===== config.mk =====
export PLATFORM = sky130hd
export DESIGN_NAME = humidity_temp_frame_check_convert
export DESIGN_NICKNAME = d
export VERILOG_FILES = /design/src/design/htfcc_pkg.sv /design/src/design/humidity_temp_frame_check_convert.sv
export SDC_FILE = /design/constraint.sdc
export NUM_CORES = 1
export LEC_CHECK = 0
export BUFFER_PORTS_ARGS = -buffer_cell sky130_fd_sc_hd__clkbuf_2
export CAP_MARGIN = 20
export CELL_PAD_IN_SITES_DETAIL_PLACEMENT = 1
export CELL_PAD_IN_SITES_GLOBAL_PLACEMENT = 2
export CORE_MARGIN = 1.5
export CORE_UTILIZATION = 38
export CTS_CLUSTER_SIZE = 25
export DETAILED_ROUTE_END_ITERATION = 8
export PLACE_DENSITY_LB_ADDON = 0.1
export SKIP_LAST_GASP = 1
export SLEW_MARGIN = 20
export SYNTH_ARGS = -nofsm -noshare
export SYNTH_HDL_FRONTEND = slang
export SYNTH_SLANG_ARGS = --single-unit

===== constraint.sdc =====
create_clock -name clk -period 5.6 [get_ports clk]
set_input_delay 1.12 -clock clk [delete_from_list [all_inputs] [get_ports clk]]
set_output_delay 1.12 -clock clk [all_outputs]
set_load 0.005 [all_outputs]

===== src/design/htfcc_pkg.sv =====
// constants and crc helper for the sensor frame check and convert block
package htfcc_pkg;

  // measurement kind codes
  localparam logic KindTemp = 1'b0;
  localparam logic KindHumi = 1'b1;

  // status bit masks on the raw word
  localparam logic [15:0] TempMask = 16'hFFFC;
  localparam logic [15:0] HumiMask = 16'hFFF0;

  // scale factors in hundredths per full scale of 2^16
  localparam int GainW = 15;
  localparam logic [GainW-1:0] TempGain = 15'd17572;
  localparam logic [GainW-1:0] HumiGain = 15'd12500;

  // product of gain and raw word
  localparam int ProdW = GainW + 16;

  // offsets in hundredths, subtracted after the floor
  localparam logic signed [15:0] TempOffset = 16'sd4685;
  localparam logic signed [15:0] HumiOffset = 16'sd600;

  // crc-8, x^8+x^5+x^4+1, msb first
  localparam logic [7:0] CrcPoly = 8'h31;

  function automatic logic [7:0] crc8_byte(input logic [7:0] crc_in, input logic [7:0] data);
    logic [7:0] c;
    c = crc_in ^ data;
    for (int k = 0; k < 8; k++) begin
      if (c[7]) begin
        c = {c[6:0], 1'b0} ^ CrcPoly;
      end else begin
        c = {c[6:0], 1'b0};
      end
    end
    return c;
  endfunction

endpackage


===== src/design/humidity_temp_frame_check_convert.sv =====
// Sensor frame check and convert. Each transaction carries one three-byte frame
// (two data bytes and a checksum) plus its kind, temperature or humidity. The
// block computes the crc-8 (poly 0x31, init 0, msb first) over the data bytes,
// flags whether it matches the checksum, clears the status bits of the raw
// word and scales it to hundredths of a degree or percent, floored; a frame
// with a bad checksum reports a value of zero. Frames are independent and one
// can be taken every cycle while the output is not stalled; each result passes
// through the three register stages before it is presented: crc of the first
// byte and masking, crc of the second byte and the gain multiply, then offset
// and checksum compare into the output register. Each stage holds its item
// while the one after it is full, so stalls lose nothing.
module humidity_temp_frame_check_convert (
  input  logic               clk,
  input  logic               rst,
  input  logic               in_valid,
  output logic               in_ready,
  input  logic               kind,
  input  logic [7:0]         high_byte,
  input  logic [7:0]         low_byte,
  input  logic [7:0]         check_byte,
  output logic               out_valid,
  input  logic               out_ready,
  output logic               check_ok,
  output logic signed [14:0] value_hundredths,
  output logic [7:0]         computed_crc
);
  import htfcc_pkg::*;

  // stage registers
  logic                     v1, v2, v3;
  logic                     kind1, kind2;
  logic [7:0]               lo1, chk1, crc1;
  logic [15:0]              raw1;
  logic [7:0]               chk2, crc2;
  logic [ProdW-1:0]         prod2;
  logic                     ok3;
  logic signed [14:0]       val3;
  logic [7:0]               crc3;

  // per-stage ready: a stage may load when empty or when it drains
  logic r1, r2, r3;
  assign r3 = !v3 || out_ready;
  assign r2 = !v2 || r3;
  assign r1 = !v1 || r2;
  assign in_ready = r1;

  // stage 1 logic: first crc byte and status masking
  logic [7:0]  crc1_next;
  logic [15:0] raw1_next;
  always_comb begin
    crc1_next = crc8_byte(8'h00, high_byte);
    if (kind == KindTemp) begin
      raw1_next = {high_byte, low_byte} & TempMask;
    end else begin
      raw1_next = {high_byte, low_byte} & HumiMask;
    end
  end

  // stage 2 logic: second crc byte and gain multiply
  logic [7:0]       crc2_next;
  logic [GainW-1:0] gain;
  logic [ProdW-1:0] prod2_next;
  always_comb begin
    crc2_next = crc8_byte(crc1, lo1);
    gain = (kind1 == KindTemp) ? TempGain : HumiGain;
    prod2_next = ProdW'(gain) * ProdW'(raw1);
  end

  // stage 3 logic: floor, offset, checksum compare
  logic               ok3_next;
  logic signed [15:0] scaled;
  logic signed [15:0] offset;
  logic signed [14:0] val3_next;
  always_comb begin
    ok3_next = (crc2 == chk2);
    offset = (kind2 == KindTemp) ? TempOffset : HumiOffset;
    scaled = $signed({1'b0, prod2[ProdW-1:16]}) - offset;
    val3_next = ok3_next ? scaled[14:0] : 15'sd0;
  end

  // valid bits
  always_ff @(posedge clk) begin
    if (rst) begin
      v1 <= 1'b0;
      v2 <= 1'b0;
      v3 <= 1'b0;
    end else begin
      if (r1) v1 <= in_valid;
      if (r2) v2 <= v1;
      if (r3) v3 <= v2;
    end
  end

  // payload registers
  always_ff @(posedge clk) begin
    if (in_valid && r1) begin
      kind1 <= kind;
      lo1   <= low_byte;
      chk1  <= check_byte;
      crc1  <= crc1_next;
      raw1  <= raw1_next;
    end
    if (v1 && r2) begin
      kind2 <= kind1;
      chk2  <= chk1;
      crc2  <= crc2_next;
      prod2 <= prod2_next;
    end
    if (v2 && r3) begin
      ok3  <= ok3_next;
      val3 <= val3_next;
      crc3 <= crc2;
    end
  end

  assign out_valid        = v3;
  assign check_ok         = ok3;
  assign value_hundredths = val3;
  assign computed_crc     = crc3;

endmodule


== Yosys cells after proc, flatten, opt, wreduce, memory -nomap -nowiden ==
Cells that the tools add are included.

* Flip-flop bits (word level): 116
* Logic and storage cells: 65

* $add $sub $neg: 1
* Multiply operators: 1
* Equal/unequal tests: 1
* Multiplexer cells: 18
* Bitwise operators: 17
* Reductions and logical operators: 9

{| class="wikitable"
|+ Operators with widths
! cell !! count
|-
| 2-to-1 mux 6 bit || 16
|-
| inverter 3 bit || 16
|-
| multiplier 15 x 16 -> 31 bit || 1
|-
| 2-to-1 mux 15 bit || 1
|-
| subtractor 15 x 13 -> 15 bit || 1
|-
| 2-to-1 mux 13 bit || 1
|-
| equality test 8 bit || 1
|-
| XOR 8 bit || 1
|-
| logical AND 1 bit || 3
|-
| zero test 1 bit || 3
|-
| logical OR 1 bit || 3
|}

== Logic depth before layout (Yosys ltp) ==
* Word-level depth: 17
* Gate-level depth with buffers: 22
* Mapped depth without buffers: 20

== Worst setup path after synthesis ==
No wires, ideal clock.

* Path kind: reg-to-reg
* Start: register kind1
* End: register prod2[29], data pin
* Library setup time: 0.259 ns
* Arrival time: 5.136 ns
* Data required time: 5.341 ns
* Setup slack: 0.204 ns
* Cell stages (with the launch flop): 22
* Cell sequence: edfxtp_1 -> clkbuf_1 -> nand2_1 -> inv_1 -> or2_2 -> ha_1 -> inv_1 -> fa_1 -> inv_1 -> fa_1 -> fa_1 -> inv_1 -> fa_1 -> inv_1 -> ha_1 -> ha_1 -> a21oi_1 -> o21ai_1 -> a211oi_1 -> o21ai_1 -> a41oi_1 -> xnor2_1

* Longest elaborated chain between the ends: 2

{| class="wikitable"
|+ Ends and longest elaborated chain
! element !! line !! source
|-
| start, declared || humidity_temp_frame_check_convert.sv:31 || <nowiki>logic kind1, kind2;</nowiki>
|-
| start signal, assigned || humidity_temp_frame_check_convert.sv:97 || <nowiki>kind1 <= kind;</nowiki>
|-
| 2-to-1 mux 15 bit || humidity_temp_frame_check_convert.sv:65 || <nowiki>gain = (kind1 == KindTemp) ? TempGain : HumiGain;</nowiki>
|-
| multiplier 15 x 16 -> 31 bit || humidity_temp_frame_check_convert.sv:66 || <nowiki>prod2_next = ProdW'(gain) * ProdW'(raw1);</nowiki>
|-
| via prod2_next[29] || humidity_temp_frame_check_convert.sv:62 || <nowiki>logic [ProdW-1:0] prod2_next;</nowiki>
|-
| end signal, assigned || humidity_temp_frame_check_convert.sv:107 || <nowiki>prod2 <= prod2_next;</nowiki>
|-
| end, declared || humidity_temp_frame_check_convert.sv:35 || <nowiki>logic [ProdW-1:0] prod2;</nowiki>
|}

The timed path passes the listed nets, and every way through them passes these cells.
A chain may end at the register's enable or synchronous reset.

== Worst setup path in the final report ==
Ends and elaborated chain as after synthesis.

==> summary.txt <==
STA
  – Layout Skew: 0.0102 ns
  – Fmax: 0.186 GHz
  – Clock period minus worst slack: 5.36 ns
  – Slew headroom: 54.5%
  – # setup viols final: 0
  – RSZ-0062 raised after global routing: true
  – Final hold vios: 0
  – Final period util: 95.8%
  – Setup TNS: 0 ns
  – Worst hold slack: 0.424 ns
  – Worst-Margin Slew: 0.681 ns
  – Max-slew violation count: 0

Synth
  – Yosys reg bits: 94
  – Commonest cells in the synthesized netlist: 135 x inv_1, 118 x ha_1, 91 x edfxtp_1, 63 x fa_1, 41 x nor2_1
  – Post-Syn Instances: 714
  – Post-Syn Area per Cell: 11.1 sq um
  – Async set-reset flop share out of synthesis: 0%
  – Top cell type's share of synthesized area: 34.4%
  – Synth area leaders: edfxtp_1 34%, ha_1 19%, fa_1 16%
  – Most used flip-flop cell after synthesis: edfxtp_1
  – Count leader, synth: inv_1
  – Synth unique cells: 48
  – Fraction of the yosys area taken by sequential cells: 35.1%
  – Ys Warns: 0
  – Area leader, netlist: edfxtp_1
  – EDFF count, synth: 91
  – Synth Cell Area: 0.00795 sq mm

Power and ir drop
  – Pwr dens: 634 mW/mm^2
  – Int Pwr: 0.00309 W
  – Total power: 0.00584 W
  – Maximum vdd drop: 0.000421 V
  – Clk pwr share: 10.7%
  – P_leak: 4.33 nW
  – Sequential share of power: 19.2%
  – Switch share: 47.0%
  – Psw: 0.00274 W
  – Power share of the combinational group: 70.1%

Place
  – Routability Congestion: 0.856
  – DP HPWL: 15100 microns
  – I/O Buffers: 54

Critical path
  – Worst setup SP type: flop
  – Crit end category: flop
  – Crit path kind: reg2reg
  – Crit path to: prod2[29]$_DFFE_PP_
  – Reg2Reg Setup Slack: 0.24 ns
  – Peak fanout along the critical path: 6
  – RR Startpoint: kind1$_DFFE_PP_
  – Worst endpoint required time: 5.71 ns
  – Arr. time, crit path: 5.47 ns
  – Cells on worst reg2reg path: 20
  – CP max-delay cell: fa_1
  – Worst setup path startpoint: kind1$_DFFE_PP_
  – Critical Path Max Stage Delay: 0.56 ns
  – Critical R2R Capture: prod2[29]$_DFFE_PP_
  – Top cell by count, worst path: inv_1
  – Cell Chain, Critical Path: nand2_1 -> inv_1 -> or2_2 -> ha_1 -> inv_1 -> fa_1 -> inv_1 -> fa_1 -> fa_1 -> inv_1 -> fa_1 -> inv_1 -> ha_1 -> ha_4 -> nand4_1 -> nor2_2 -> a211oi_2 -> o21ai_2 -> a41oi_2 -> xnor2_1

Drt
  – Routed WL: 17600 microns
  – DRT antenna net count: 0
  – DRT iter0 DRCs: 177
  – DR DRC count: 0
  – TritonRoute pass-1 iters: 4
  – Vias: 5130
  – Vias/cell: 4.76
  – WL/cell: 16.4 microns

Clock tree
  – Hold-fix buffers, CTS: 0
  – Clock-pin slew on the worst setup and hold paths: 0.07 ns
  – Root buffer cell: clkbuf_16
  – H-tree depth: 3
  – Clock Latency Late Sink: 0.35 ns
  – CTS tree: yes
  – Clock Tree Buf Depth: 2
  – Clk sinks: 94
  – Cts bufs inserted: 9

GRT
  – Vias in the first global route: 5625
  – Initial antenna violation count: 0
  – Largest net degree at the start of global routing: 36
  – First-pass GRT wire length: 29000 microns
  – GRT Total Usage: 17.3%
  – Grt ovf: 0

Die
  – Die Ht: 148 microns
  – Die width: 148 microns
  – I/O pins: 55
  – Die area: 0.0218 sq mm
  – CORE AREA: 0.0204 sq mm
  – Initial Util: 39.0%
  – Row cnt: 52

Cells and area
  – Nets: 1013
  – Fill cells: 2259
  – Layout cell share with drive strength beyond 1: 17.6%
  – Syn-to-layout area delta: 15.9%
  – Inserted Diodes: 0

Run status
  – Status: finished, final reports clean

Run
  – Max-cap viol count: 0

Worst hold path
  – Worst Hold Class: reg2reg
routing by layer:
| metal | track usage (%) | vias to the layer above | wire [microns] |
|---|---|---|---|
| li1 | - | 2524 | - |
| met1 | 22.7 | 2518 | 7990 |
| met2 | 29.8 | 68 | 8880 |
| met3 | 2.50 | 20 | 505 |
| met4 | 4.60 | 0 | 258 |
| met5 | 0 | - | 0 |
power groups by stage:
stage	combinational [W]	clock, W	sequential [W]
4_1_cts	0.00383	0.000648	0.00113
3_3_place_gp	0.00371	0	0.00114
5_1_grt	0.00467	0.000667	0.00114
2_1_floorplan	0.00270	0	0.00111
3_5_place_dp	0.00377	0	0.00114
6_report	0.00409	0.000623	0.00112
final cells by class:
type                       count  area (sq um)  area share [%]
clock buffer                   9           225            2.45
tap                          270           338            3.67
clock inverter                 7          67.6           0.734
timing repair buffer          85           527            5.72
multi-input combinational    478          4750            51.6
sequential                    94          2790            30.3
inverter                     135           507            5.50
critical path, delay by kind of cell (launching register included):
| kind | cells | cell delay, ns |
|---|---|---|
| buffers and inverters | 5 | 0.27 |
| AOI/OAI and AO/OA | 3 | 0.48 |
| DFF | 1 | 0.44 |
| and+or+nand+nor | 4 | 0.75 |
| xor gates and xnor gates | 1 | 0.15 |
| adders and majority gates | 7 | 3.03 |
cells by family (layout without fill, tap and decap cells):
logic type | Yosys count | after routing | share of synthesized area, %
fa+ha+maj | 181 | 181 | 34.5
buf+inv | 154 | 236 | 7.49
simple gates | 136 | 136 | 8.57
flops | 94 | 94 | 35.1
compound gates | 75 | 75 | 5.61
xor+xnor | 72 | 72 | 8.64
other cells | 2 | 14 | 0.0945
stage by stage:
stage               instances  worst slack (ns)  utilization (%)  instance area [sq um]
floorplan                 726             0.204                -                   7990
global placement         1058             0.120             42.9                   8740
detailed placement       1058           -0.0562             42.9                   8740
CTS                      1074            0.0136             44.4                   9050
global route             1078           -0.0378             45.2                   9210
finish                   1078             0.237             45.2                   9210
timing repair:
action	in CTS	in global routing
pin swaps	0	9
buffers inserted	0	3
setup endpoints to repair	2	9
gates resized for setup	2	29
registers in the layout, indices dropped and copies added, names as in the netlist, 7 cells and up:
register and cells:
raw1 11, prod2 15, crc2 8, value_hundredths 15, crc1 8, chk1 8
computed_crc 8, lo1 7, chk2 8
worst min-delay path by stage:
stage	to	start	slack, ns	cells after the start
2_1_floorplan	chk2[0]$_DFFE_PP_	chk1[0]$_DFFE_PP_	0.40	0
3_3_place_gp	chk2[5]$_DFFE_PP_	chk1[5]$_DFFE_PP_	0.40	0
3_5_place_dp	chk2[4]$_DFFE_PP_	chk1[4]$_DFFE_PP_	0.41	0
4_1_cts	chk2[4]$_DFFE_PP_	chk1[4]$_DFFE_PP_	0.42	0
5_1_grt	chk2[2]$_DFFE_PP_	chk1[2]$_DFFE_PP_	0.43	0
6_report	chk2[1]$_DFFE_PP_	chk1[1]$_DFFE_PP_	0.42	0
cells in the final DEF (no fill, tap or decap), drive strengths merged, types with 3 or more instances in the layout:
cell type / instances
a211oi: 3
a21o: 5
a21oi: 28
a31oi: 5
and2: 11
and3: 4
buf: 31
clkbuf: 63
conb: 14
dfxtp: 3
edfxtp: 91
fa: 63
ha: 118
inv: 138
nand2: 31
nand2b: 9
nand3: 5
nand4: 5
nor2: 41
nor2b: 10
nor3: 4
nor4: 5
o211ai: 4
o21ai: 20
or2: 5
xnor2: 39
xor2: 33
No activity file was read; power rests on OpenSTA's default activity.
